## src/rff_pkg.sv

```systemverilog
package rff_pkg;

	localparam int MAX_DATA_BITS = 8;
	localparam int BAUDOT_BITS   = 5;
	localparam int SYM_W         = 4;
	localparam logic [7:0]  CODE_LETS  = 8'h1F;
	localparam logic [7:0]  CODE_FIGS  = 8'h1B;
	localparam logic [7:0]  CODE_SPACE = 8'h04;
	localparam logic [7:0]  CODE_NUL   = 8'h00;
	localparam logic [13:0] TONE_MAX   = 14'd9000;

	typedef enum logic [1:0] {
		OP_CHAR  = 2'd0,
		OP_EMPTY = 2'd1,
		OP_TUNE  = 2'd2
	} op_t;

	typedef enum logic [2:0] {
		REG_DATA_BITS   = 3'd0,
		REG_ORDER_POL   = 3'd1,
		REG_PARITY_MODE = 3'd2,
		REG_PREAMBLE    = 3'd3,
		REG_BIT_LEN     = 3'd4,
		REG_STOP_LEN    = 3'd5,
		REG_CENTER_FREQ = 3'd6,
		REG_SHIFT       = 3'd7
	} reg_idx_t;

	typedef enum logic [2:0] {
		PAR_NONE = 3'd0,
		PAR_EVEN = 3'd1,
		PAR_ODD  = 3'd2,
		PAR_ZERO = 3'd3,
		PAR_ONE  = 3'd4
	} parity_t;

	typedef enum logic [1:0] {
		JOB_TONE  = 2'd0,
		JOB_STOP  = 2'd1,
		JOB_FRAME = 2'd2
	} job_kind_t;

	typedef struct packed {
		logic [3:0]  data_bits;
		logic [1:0]  order_polarity;
		logic [2:0]  parity_mode;
		logic [7:0]  preamble_len;
		logic [15:0] bit_len;
		logic [15:0] stop_len;
		logic [11:0] center_freq;
		logic [9:0]  shift;
	} cfg_t;

	typedef struct packed {
		job_kind_t  kind;
		logic       two;
		logic [7:0] code0;
		logic [7:0] code1;
		logic       taken;
	} job_t;

	function automatic logic [SYM_W-1:0] eff_bits(input logic [3:0] db);
		if (db < 4'(BAUDOT_BITS))
			return SYM_W'(BAUDOT_BITS);
		else if (db > 4'(MAX_DATA_BITS))
			return SYM_W'(MAX_DATA_BITS);
		else
			return db;
	endfunction

endpackage

```

## src/rff_in_if.sv

```systemverilog
interface rff_in_if;
	logic       valid;
	logic       ready;
	logic [1:0] op;
	logic [7:0] code;
	logic       in_letters;
	logic       in_figures;
	logic       is_space;
	logic       stop_requested;

	modport source(output valid, op, code, in_letters, in_figures, is_space, stop_requested,
		input ready);
	modport sink(input valid, op, code, in_letters, in_figures, is_space, stop_requested,
		output ready);
endinterface

```

## src/rff_out_if.sv

```systemverilog
interface rff_out_if;
	logic        valid;
	logic        ready;
	logic [13:0] tone_half_hz;
	logic [15:0] duration;
	logic        char_taken;
	logic        finished;
	logic        last;

	modport source(output valid, tone_half_hz, duration, char_taken, finished, last,
		input ready);
	modport sink(input valid, tone_half_hz, duration, char_taken, finished, last,
		output ready);
endinterface

```

## src/rff_cfg_if.sv

```systemverilog
interface rff_cfg_if;
	logic        valid;
	logic        ready;
	logic [2:0]  index;
	logic [15:0] data;

	modport source(output valid, index, data, input ready);
	modport sink(input valid, index, data, output ready);
endinterface

```

## src/rff_front.sv

```systemverilog
module rff_front import rff_pkg::*; (
	input  logic       clk,
	input  logic       arst_n,
	input  cfg_t       cfg,
	input  logic       pre_load,
	input  logic [7:0] pre_value,
	input  logic       q_full,
	rff_in_if.sink     poll,
	output logic       push,
	output job_t       push_job
);

	logic       shift_state_q;
	logic [7:0] preamble_left_q;
	logic       accept;
	logic       baudot;
	logic       is_tune;
	logic       is_empty;
	logic       ok;
	logic       next_shift;
	logic       shift_upd;
	logic       dec_pre;

	assign poll.ready = !q_full;
	assign accept     = poll.valid && poll.ready;
	assign baudot     = (eff_bits(cfg.data_bits) == SYM_W'(BAUDOT_BITS));
	assign is_tune    = !(poll.op == OP_CHAR || poll.op == OP_EMPTY);
	assign is_empty   = (poll.op == OP_EMPTY);
	assign ok         = shift_state_q ? poll.in_figures : poll.in_letters;

	// classify the poll into a job for the symbol sequencer
	always_comb begin
		push_job.kind  = JOB_TONE;
		push_job.two   = 1'b0;
		push_job.code0 = CODE_NUL;
		push_job.code1 = CODE_NUL;
		push_job.taken = 1'b0;
		push       = 1'b0;
		shift_upd  = 1'b0;
		next_shift = shift_state_q;
		dec_pre    = 1'b0;
		if (is_tune) begin
			push = 1'b1;
		end else if (preamble_left_q != 8'd0) begin
			push    = 1'b1;
			dec_pre = 1'b1;
		end else if (is_empty) begin
			push = 1'b1;
			if (poll.stop_requested) begin
				push_job.kind = JOB_STOP;
			end else begin
				push_job.kind  = JOB_FRAME;
				push_job.code0 = baudot ? CODE_LETS : CODE_NUL;
				shift_upd      = 1'b1;
				next_shift     = 1'b0;
			end
		end else begin
			push_job.kind  = JOB_FRAME;
			push_job.taken = 1'b1;
			if (!baudot) begin
				push           = 1'b1;
				push_job.code0 = poll.code;
			end else if (poll.is_space) begin
				push           = 1'b1;
				push_job.two   = 1'b1;
				push_job.code0 = CODE_LETS;
				push_job.code1 = CODE_SPACE;
				shift_upd      = 1'b1;
				next_shift     = 1'b0;
			end else if (poll.in_letters || poll.in_figures) begin
				push = 1'b1;
				if (ok) begin
					push_job.code0 = {3'b000, poll.code[4:0]};
				end else begin
					push_job.two   = 1'b1;
					push_job.code0 = shift_state_q ? CODE_LETS : CODE_FIGS;
					push_job.code1 = {3'b000, poll.code[4:0]};
					shift_upd      = 1'b1;
					next_shift     = !shift_state_q;
				end
			end
		end
	end

	always_ff @(posedge clk or negedge arst_n) begin
		if (!arst_n) begin
			shift_state_q   <= 1'b0;
			preamble_left_q <= 8'd0;
		end else begin
			if (accept && shift_upd)
				shift_state_q <= next_shift;
			if (pre_load)
				preamble_left_q <= pre_value;
			else if (accept && dec_pre)
				preamble_left_q <= preamble_left_q - 8'd1;
		end
	end

endmodule

```

## src/rff_queue.sv

```systemverilog
module rff_queue import rff_pkg::*; (
	input  logic clk,
	input  logic arst_n,
	input  logic push,
	input  job_t push_job,
	input  logic pop,
	output logic full,
	output logic not_empty,
	output job_t head
);

	job_t       mem_q [2];
	logic       wr_q;
	logic       rd_q;
	logic [1:0] count_q;
	logic       do_push;
	logic       do_pop;

	assign full      = (count_q == 2'd2);
	assign not_empty = (count_q != 2'd0);
	assign head      = mem_q[rd_q];
	assign do_push   = push && !full;
	assign do_pop    = pop && not_empty;

	always_ff @(posedge clk) begin
		if (do_push)
			mem_q[wr_q] <= push_job;
	end

	always_ff @(posedge clk or negedge arst_n) begin
		if (!arst_n) begin
			wr_q    <= 1'b0;
			rd_q    <= 1'b0;
			count_q <= 2'd0;
		end else begin
			if (do_push)
				wr_q <= !wr_q;
			if (do_pop)
				rd_q <= !rd_q;
			if (do_push && !do_pop)
				count_q <= count_q + 2'd1;
			else if (do_pop && !do_push)
				count_q <= count_q - 2'd1;
		end
	end

endmodule

```

## src/rff_back.sv

```systemverilog
module rff_back import rff_pkg::*; (
	input  logic  clk,
	input  logic  arst_n,
	input  cfg_t  cfg,
	input  logic  job_valid,
	input  job_t  job,
	output logic  pop,
	rff_out_if.source sym
);

	logic [SYM_W-1:0] k_q;
	logic             frame_q;
	logic             out_valid_q;
	logic [13:0]      tone_q;
	logic [15:0]      dur_q;
	logic             taken_q;
	logic             fin_q;
	logic             last_q;

	logic [SYM_W-1:0] nb;
	logic [7:0]       c;
	logic [7:0]       mask;
	logic             par_en;
	logic             par;
	logic             pbit;
	logic [SYM_W-1:0] stop_idx;
	logic [SYM_W-1:0] j;
	logic             mark;
	logic             eof;
	logic             sym_last;
	logic             fire;
	logic [15:0]      dur;
	logic [13:0]      tone;
	logic             mark_eff;
	logic signed [15:0] f;

	assign nb = eff_bits(cfg.data_bits);
	assign c  = frame_q ? job.code1 : job.code0;

	always_comb begin
		for (int i = 0; i < 8; i++)
			mask[i] = (SYM_W'(i) < nb);
	end

	assign par = ^(c & mask);

	always_comb begin
		par_en = 1'b1;
		pbit   = 1'b0;
		case (cfg.parity_mode)
			PAR_EVEN: pbit = par;
			PAR_ODD:  pbit = !par;
			PAR_ZERO: pbit = 1'b0;
			PAR_ONE:  pbit = 1'b1;
			default:  par_en = 1'b0;
		endcase
	end

	assign stop_idx = nb + SYM_W'(1) + SYM_W'(par_en);
	assign j        = cfg.order_polarity[0] ? (nb - k_q) : (k_q - SYM_W'(1));

	// current symbol of the frame: start, data, parity, stop
	always_comb begin
		eof  = 1'b0;
		mark = 1'b1;
		dur  = cfg.bit_len;
		if (job.kind == JOB_FRAME) begin
			if (k_q == '0) begin
				mark = 1'b0;
			end else if (k_q <= nb) begin
				mark = c[j[2:0]];
			end else if (k_q == stop_idx) begin
				eof = 1'b1;
				dur = cfg.stop_len;
			end else begin
				mark = pbit;
			end
		end
	end

	assign sym_last = (job.kind != JOB_FRAME) || (eof && (frame_q == job.two));

	assign mark_eff = mark ^ cfg.order_polarity[1];

	always_comb begin
		f = signed'({3'b000, cfg.center_freq, 1'b0});
		if (mark_eff)
			f = f - signed'({6'd0, cfg.shift});
		else
			f = f + signed'({6'd0, cfg.shift});
		if (f < 0)
			tone = 14'd0;
		else if (f > signed'({2'b00, TONE_MAX}))
			tone = TONE_MAX;
		else
			tone = f[13:0];
	end

	assign fire = job_valid && (!out_valid_q || sym.ready);
	assign pop  = fire && sym_last;

	always_ff @(posedge clk) begin
		if (fire) begin
			taken_q <= job.taken;
			last_q  <= sym_last;
			if (job.kind == JOB_STOP) begin
				tone_q <= 14'd0;
				dur_q  <= 16'd0;
				fin_q  <= 1'b1;
			end else begin
				tone_q <= tone;
				dur_q  <= dur;
				fin_q  <= 1'b0;
			end
		end
	end

	always_ff @(posedge clk or negedge arst_n) begin
		if (!arst_n) begin
			out_valid_q <= 1'b0;
			k_q         <= '0;
			frame_q     <= 1'b0;
		end else begin
			if (fire)
				out_valid_q <= 1'b1;
			else if (sym.ready)
				out_valid_q <= 1'b0;
			if (fire) begin
				if (sym_last) begin
					k_q     <= '0;
					frame_q <= 1'b0;
				end else if (eof) begin
					k_q     <= '0;
					frame_q <= 1'b1;
				end else begin
					k_q <= k_q + SYM_W'(1);
				end
			end
		end
	end

	assign sym.valid        = out_valid_q;
	assign sym.tone_half_hz = tone_q;
	assign sym.duration     = dur_q;
	assign sym.char_taken   = taken_q;
	assign sym.finished     = fin_q;
	assign sym.last         = last_q;

endmodule

```

## src/rtty_fsk_character_framer.sv

```systemverilog
// rtty fsk character framer
// poll (sink): one transaction per transmitter poll: op, code, shift flags,
//   is_space, stop_requested. sym (source): one transaction per fsk symbol,
//   tone in half-hertz, duration in samples, char_taken, finished, and last
//   on the final symbol of a poll. cfg (sink): register writes, index 0..7,
//   always ready; write only while no poll is in flight.
// a poll is classified combinationally and queued (two entries) as a job; the
//   symbol sequencer then sends one symbol per cycle unless sym stalls. a poll
//   has 1 symbol for tune, preamble or stop, 7 to 11 for one frame and up to
//   16 for a shift or space pair. the sequencer is the limit.
// a poll's first symbol goes through the queue, then the output register; a poll
//   that gives no symbols (rejected baudot code) leaves nothing in the queue.
// reset restores the register defaults, the letters shift, a zero preamble
//   count and empty queue and output register.
// when sym stalls the output register holds, the sequencer waits and the
//   queue fills; poll.ready drops only with two jobs waiting.
module rtty_fsk_character_framer import rff_pkg::*; (
	input  logic clk,
	input  logic arst_n,
	rff_in_if.sink     poll,
	rff_out_if.source  sym,
	rff_cfg_if.sink    cfg
);

	cfg_t cfg_q;
	logic pre_load;
	logic q_full;
	logic q_push;
	job_t q_push_job;
	logic q_pop;
	logic q_not_empty;
	job_t q_head;

	assign cfg.ready = 1'b1;
	assign pre_load  = cfg.valid && (reg_idx_t'(cfg.index) == REG_PREAMBLE);

	always_ff @(posedge clk or negedge arst_n) begin
		if (!arst_n) begin
			cfg_q.data_bits      <= 4'd5;
			cfg_q.order_polarity <= 2'd0;
			cfg_q.parity_mode    <= 3'd0;
			cfg_q.preamble_len   <= 8'd0;
			cfg_q.bit_len        <= 16'd176;
			cfg_q.stop_len       <= 16'd264;
			cfg_q.center_freq    <= 12'd1000;
			cfg_q.shift          <= 10'd170;
		end else if (cfg.valid) begin
			unique case (reg_idx_t'(cfg.index))
				REG_DATA_BITS:   cfg_q.data_bits      <= cfg.data[3:0];
				REG_ORDER_POL:   cfg_q.order_polarity <= cfg.data[1:0];
				REG_PARITY_MODE: cfg_q.parity_mode    <= cfg.data[2:0];
				REG_PREAMBLE:    cfg_q.preamble_len   <= cfg.data[7:0];
				REG_BIT_LEN:     cfg_q.bit_len        <= cfg.data;
				REG_STOP_LEN:    cfg_q.stop_len       <= cfg.data;
				REG_CENTER_FREQ: cfg_q.center_freq    <= cfg.data[11:0];
				REG_SHIFT:       cfg_q.shift          <= cfg.data[9:0];
				default:         cfg_q.data_bits      <= cfg_q.data_bits;
			endcase
		end
	end

	rff_front u_front (
		.clk       (clk),
		.arst_n    (arst_n),
		.cfg       (cfg_q),
		.pre_load  (pre_load),
		.pre_value (cfg.data[7:0]),
		.q_full    (q_full),
		.poll      (poll),
		.push      (q_push),
		.push_job  (q_push_job)
	);

	rff_queue u_queue (
		.clk       (clk),
		.arst_n    (arst_n),
		.push      (q_push && poll.valid),
		.push_job  (q_push_job),
		.pop       (q_pop),
		.full      (q_full),
		.not_empty (q_not_empty),
		.head      (q_head)
	);

	rff_back u_back (
		.clk       (clk),
		.arst_n    (arst_n),
		.cfg       (cfg_q),
		.job_valid (q_not_empty),
		.job       (q_head),
		.pop       (q_pop),
		.sym       (sym)
	);

endmodule

```

## src/flat_wrapper.sv

```systemverilog
// flat-port wrapper written by rule: the top's interface ports become plain ports
module rtty_fsk_character_framer_flat import rff_pkg::*;
  (clk, arst_n, poll_valid, poll_op, poll_code, poll_in_letters, poll_in_figures, poll_is_space, poll_stop_requested, poll_ready, sym_valid, sym_tone_half_hz, sym_duration, sym_char_taken, sym_finished, sym_last, sym_ready, cfg_valid, cfg_index, cfg_data, cfg_ready);
  rff_in_if poll_i ();
  rff_out_if sym_i ();
  rff_cfg_if cfg_i ();
  input  logic clk;
  input  logic arst_n;
  input wire logic [$bits(poll_i.valid)-1:0] poll_valid;
  input wire logic [$bits(poll_i.op)-1:0] poll_op;
  input wire logic [$bits(poll_i.code)-1:0] poll_code;
  input wire logic [$bits(poll_i.in_letters)-1:0] poll_in_letters;
  input wire logic [$bits(poll_i.in_figures)-1:0] poll_in_figures;
  input wire logic [$bits(poll_i.is_space)-1:0] poll_is_space;
  input wire logic [$bits(poll_i.stop_requested)-1:0] poll_stop_requested;
  output wire logic [$bits(poll_i.ready)-1:0] poll_ready;
  output wire logic [$bits(sym_i.valid)-1:0] sym_valid;
  output wire logic [$bits(sym_i.tone_half_hz)-1:0] sym_tone_half_hz;
  output wire logic [$bits(sym_i.duration)-1:0] sym_duration;
  output wire logic [$bits(sym_i.char_taken)-1:0] sym_char_taken;
  output wire logic [$bits(sym_i.finished)-1:0] sym_finished;
  output wire logic [$bits(sym_i.last)-1:0] sym_last;
  input wire logic [$bits(sym_i.ready)-1:0] sym_ready;
  input wire logic [$bits(cfg_i.valid)-1:0] cfg_valid;
  input wire logic [$bits(cfg_i.index)-1:0] cfg_index;
  input wire logic [$bits(cfg_i.data)-1:0] cfg_data;
  output wire logic [$bits(cfg_i.ready)-1:0] cfg_ready;
  assign poll_i.valid = poll_valid;
  assign poll_i.op = poll_op;
  assign poll_i.code = poll_code;
  assign poll_i.in_letters = poll_in_letters;
  assign poll_i.in_figures = poll_in_figures;
  assign poll_i.is_space = poll_is_space;
  assign poll_i.stop_requested = poll_stop_requested;
  assign poll_ready = poll_i.ready;
  assign sym_valid = sym_i.valid;
  assign sym_tone_half_hz = sym_i.tone_half_hz;
  assign sym_duration = sym_i.duration;
  assign sym_char_taken = sym_i.char_taken;
  assign sym_finished = sym_i.finished;
  assign sym_last = sym_i.last;
  assign sym_i.ready = sym_ready;
  assign cfg_i.valid = cfg_valid;
  assign cfg_i.index = cfg_index;
  assign cfg_i.data = cfg_data;
  assign cfg_ready = cfg_i.ready;
  rtty_fsk_character_framer u_core (.clk(clk), .arst_n(arst_n), .poll(poll_i), .sym(sym_i), .cfg(cfg_i));
endmodule
```

## config.mk

```make
export PLATFORM = sky130hd
export DESIGN_NAME = rtty_fsk_character_framer_flat
export DESIGN_NICKNAME = d
export VERILOG_FILES = /design/src/rff_pkg.sv /design/src/rff_in_if.sv /design/src/rff_out_if.sv /design/src/rff_cfg_if.sv /design/src/rff_front.sv /design/src/rff_queue.sv /design/src/rff_back.sv /design/src/rtty_fsk_character_framer.sv /design/src/flat_wrapper.sv
export SDC_FILE = /design/constraint.sdc
export NUM_CORES = 1
export LEC_CHECK = 0
export BUFFER_PORTS_ARGS = -buffer_cell sky130_fd_sc_hd__buf_2
export CORE_MARGIN = 8
export CORE_UTILIZATION = 55
export DETAILED_ROUTE_END_ITERATION = 7
export GPL_ROUTABILITY_DRIVEN = 0
export PLACE_DENSITY = 0.82
export SETUP_SLACK_MARGIN = 0.5
export SLEW_MARGIN = 20
export SYNTH_ARGS = -nofsm -noshare
export SYNTH_HDL_FRONTEND = slang
export SYNTH_HIERARCHICAL = 1
export SYNTH_SLANG_ARGS = --single-unit
```

## constraint.sdc

```tcl
create_clock -name clk -period 12.85 [get_ports clk]
set_input_delay 0.6425 -clock clk [delete_from_list [all_inputs] [get_ports clk]]
set_output_delay 0.6425 -clock clk [all_outputs]
set_load 0.05 [all_outputs]
```

==> run metrics <==
TritonCTS buffer count 17; Fin. Hold Viols 0; type of origin of the critical path flip-flop; CP cell instances nand2_1, nor2_1, nor2_1, inv_1, ha_1, inv_1, fa_1, inv_1, mux2i_1, mux2i_1, and3_1, o31ai_1, o211ai_2, nor3_2, o21ai_0, and3_1, o211ai_1, a21oi_1; Period Utilization, post-route 0.380; WP data required 13010 ps; first-pass GRT wire length 30.1 mm; post-DR wirelength/cell 17.6 um; Initial Util 0.560; Worst setup EP type flip-flop; worst r2r dst u_core/u_back/sym.tone_half_hz[2]$_SDFFCE_PP0P_; CP dominant cell by count inv_1; IO Pins 74; CTS tree done; worst relative slew slack 0.329; Pre-Repair DR Iteration Count 5; Final Max Tran Viols 0; Avg Cell Area, Syn 11.9 um2; die area 20400 um2; RSZ-0062 raised after global routing no; clock skew 13.7 ps; Worst Hold Class primary input to flip-flop; VDD IR max roughly 0.15 mV; slowest cell delay on critical path approximately 850 ps; Final Net Count 886; clock tree buffer depth 2; vias in the first global route 6002; arrival time worst endpoint approximately 5000 ps; yosys warns 6; Max-Cap Viols 0; share of cells above drive strength 1 0.293; PwrDens around 240 nW/um2; Setup TNS Final 0 ps; Total Power 2.43 mW; reg2reg path depth 18; Reg clk slew, reported paths 70 ps; antenna viol nets, final 0; worst r2r src u_core/cfg_q[69]$_DFFE_PN1P_; Core Region 15800 um2; Leakage Power 4.19 nW; final wirelength 18.4 mm; mapped cell area 8860 um2; largest net degree at the start of global routing between 80 and 90; Layout fillers 1173; Post-CTS Setup Inserts 0; row count 46; CP max FO 13; via count 5878; synthesis-to-finish area growth 12.5%; DRC 0; initial antenna violation count 0; Slew @ Worst Pin 1000 ps; port buffer count 72; highest clock rate ~0.2 GHz; status finished, final reports clean; r2r setup slk 7970 ps; Iteration-0 DRC Markers between 300 and 400; CP Capture Point u_core/u_back/sym.tone_half_hz[2]$_SDFFCE_PP0P_; kind of critical path flip-flop to flip-flop; Syn Inst Count 742; clock tree root buffer cell clkbuf_16; Die Height 143 um; global route overflow 0; All-Layer GR Usage 0.188; hold slack 470 ps; crit path from u_core/cfg_q[69]$_DFFE_PN1P_; ANT cells 0; DIE WIDTH 143 um; minimum clock period 4880 ps; detailed placement HPWL 13.1 mm; H-tree depth reported by CTS 4; clock sinks 155; clk_lat worst skew around 430 ps; Setup Viol. Count Final 0; vias per std cell ~5.6; Max stage delay cell, worst path nor3_2
-- critical path, delay by kind of cell, from the launching register on --
| family | cells | cell delay [ps] |
|---|---|---|
| muxes | 2 | 420 |
| buffers and inverters | 3 | 190 |
| DFF | 1 | 560 |
| and+or+nand+nor | 6 | 1650 |
| adders and majority gates | 2 | 690 |
| AOI/OAI and AO/OA | 5 | 1100 |
-- layer usage --
layer,vias to the layer above,track usage,routed length (um)
li1,2835,-,-
met5,-,0,0
met1,2898,0.234,8230
met2,131,0.319,9120
met4,0,0.0638,197
met3,14,0.0397,862
-- where the power goes --
part           internal (mW)  switching (mW)  total (mW)
Sequential             0.712           0.105       0.817
Clock                  0.278           0.226       0.505
Combinational          0.423           0.687        1.11
-- layout make-up --
| cell class | instances | area, um2 | share of cell area |
|---|---|---|---|
| Multi-Input combinational cell | 523 | 4260 | 0.427 |
| Sequential cell | 155 | 4270 | 0.428 |
| Clock inverter | 15 | 179 | 0.0179 |
| Clock buffer | 17 | 425 | 0.0427 |
| Tap cell | 216 | 270 | 0.0271 |
| Timing Repair Buffer | 79 | 422 | 0.0423 |
| Inverter | 39 | 146 | 0.0147 |
-- how the worst min path moves through the flow --
stage          slack, ps  cells after the start                           end          from
2_1_floorplan        350                      0   u_core/cfg_q[0]$_DFFE_PN0P_        arst_n
3_3_place_gp         440                      1  u_core/cfg_q[47]$_DFFE_PN0P_        arst_n
3_5_place_dp         430                      1  u_core/cfg_q[47]$_DFFE_PN0P_        arst_n
4_1_cts              450                      2  u_core/cfg_q[36]$_DFFE_PN0P_  cfg_data[14]
5_1_grt              450                      2  u_core/cfg_q[36]$_DFFE_PN0P_  cfg_data[14]
6_report             470                      2  u_core/cfg_q[36]$_DFFE_PN0P_  cfg_data[14]
-- stage by stage --
step	setup slack (ps)	cells	cell area (um2)	utilization
global route	7560	1044	9970	0.630
detailed placement	8050	1011	9350	0.591
finish	7970	1044	9970	0.630
global placement	8200	1011	9350	0.591
CTS	7990	1044	9970	0.630
floorplan	8800	744	8870	-
-- sequential cells by signal (all words and copies together), names as in the netlist --
signal	count
u_core/u_back/sym.finished	1
u_core/u_back/sym.char_taken	1
u_core/u_queue/count_q	2
u_core/u_back/k_q	4
u_core/u_back/sym.tone_half_hz	14
u_core/u_back/sym.last	1
u_core/u_queue/wr_q	1
u_core/cfg_q	63
u_core/u_front/shift_state_q	1
u_core/u_back/frame_q	1
u_core/u_back/sym.valid	1
u_core/u_queue/rd_q	1
u_core/u_queue/mem_q	40
u_core/u_front/preamble_left_q	8
u_core/u_back/sym.duration	16
-- layout by cell type, fill, tap and decap left out, drive strengths merged, types with 4 or more instances in the layout --
| master | n |
|---|---|
| a21o | 6 |
| a21oi | 34 |
| and2 | 13 |
| and3 | 5 |
| buf | 78 |
| clkbuf | 17 |
| clkinv | 4 |
| conb | 4 |
| dfrtp | 65 |
| dfstp | 17 |
| edfxtp | 73 |
| ha | 30 |
| inv | 46 |
| mux2 | 83 |
| mux2i | 41 |
| nand2 | 43 |
| nand2b | 11 |
| nand3 | 9 |
| nand4 | 4 |
| nand4b | 4 |
| nor2 | 58 |
| nor2b | 13 |
| nor3 | 16 |
| nor3b | 5 |
| nor4 | 5 |
| nor4b | 5 |
| o211ai | 7 |
| o21ai | 29 |
| o21bai | 4 |
| or2 | 5 |
| or3 | 5 |
| xnor2 | 14 |
| xor2 | 17 |
-- what timing repair did --
action,4_1_cts,5_1_grt
hold buffers,1,0
endpoints found under the hold margin,1,0
resized for setup,0,0
(Power assumes the default switching activity.)
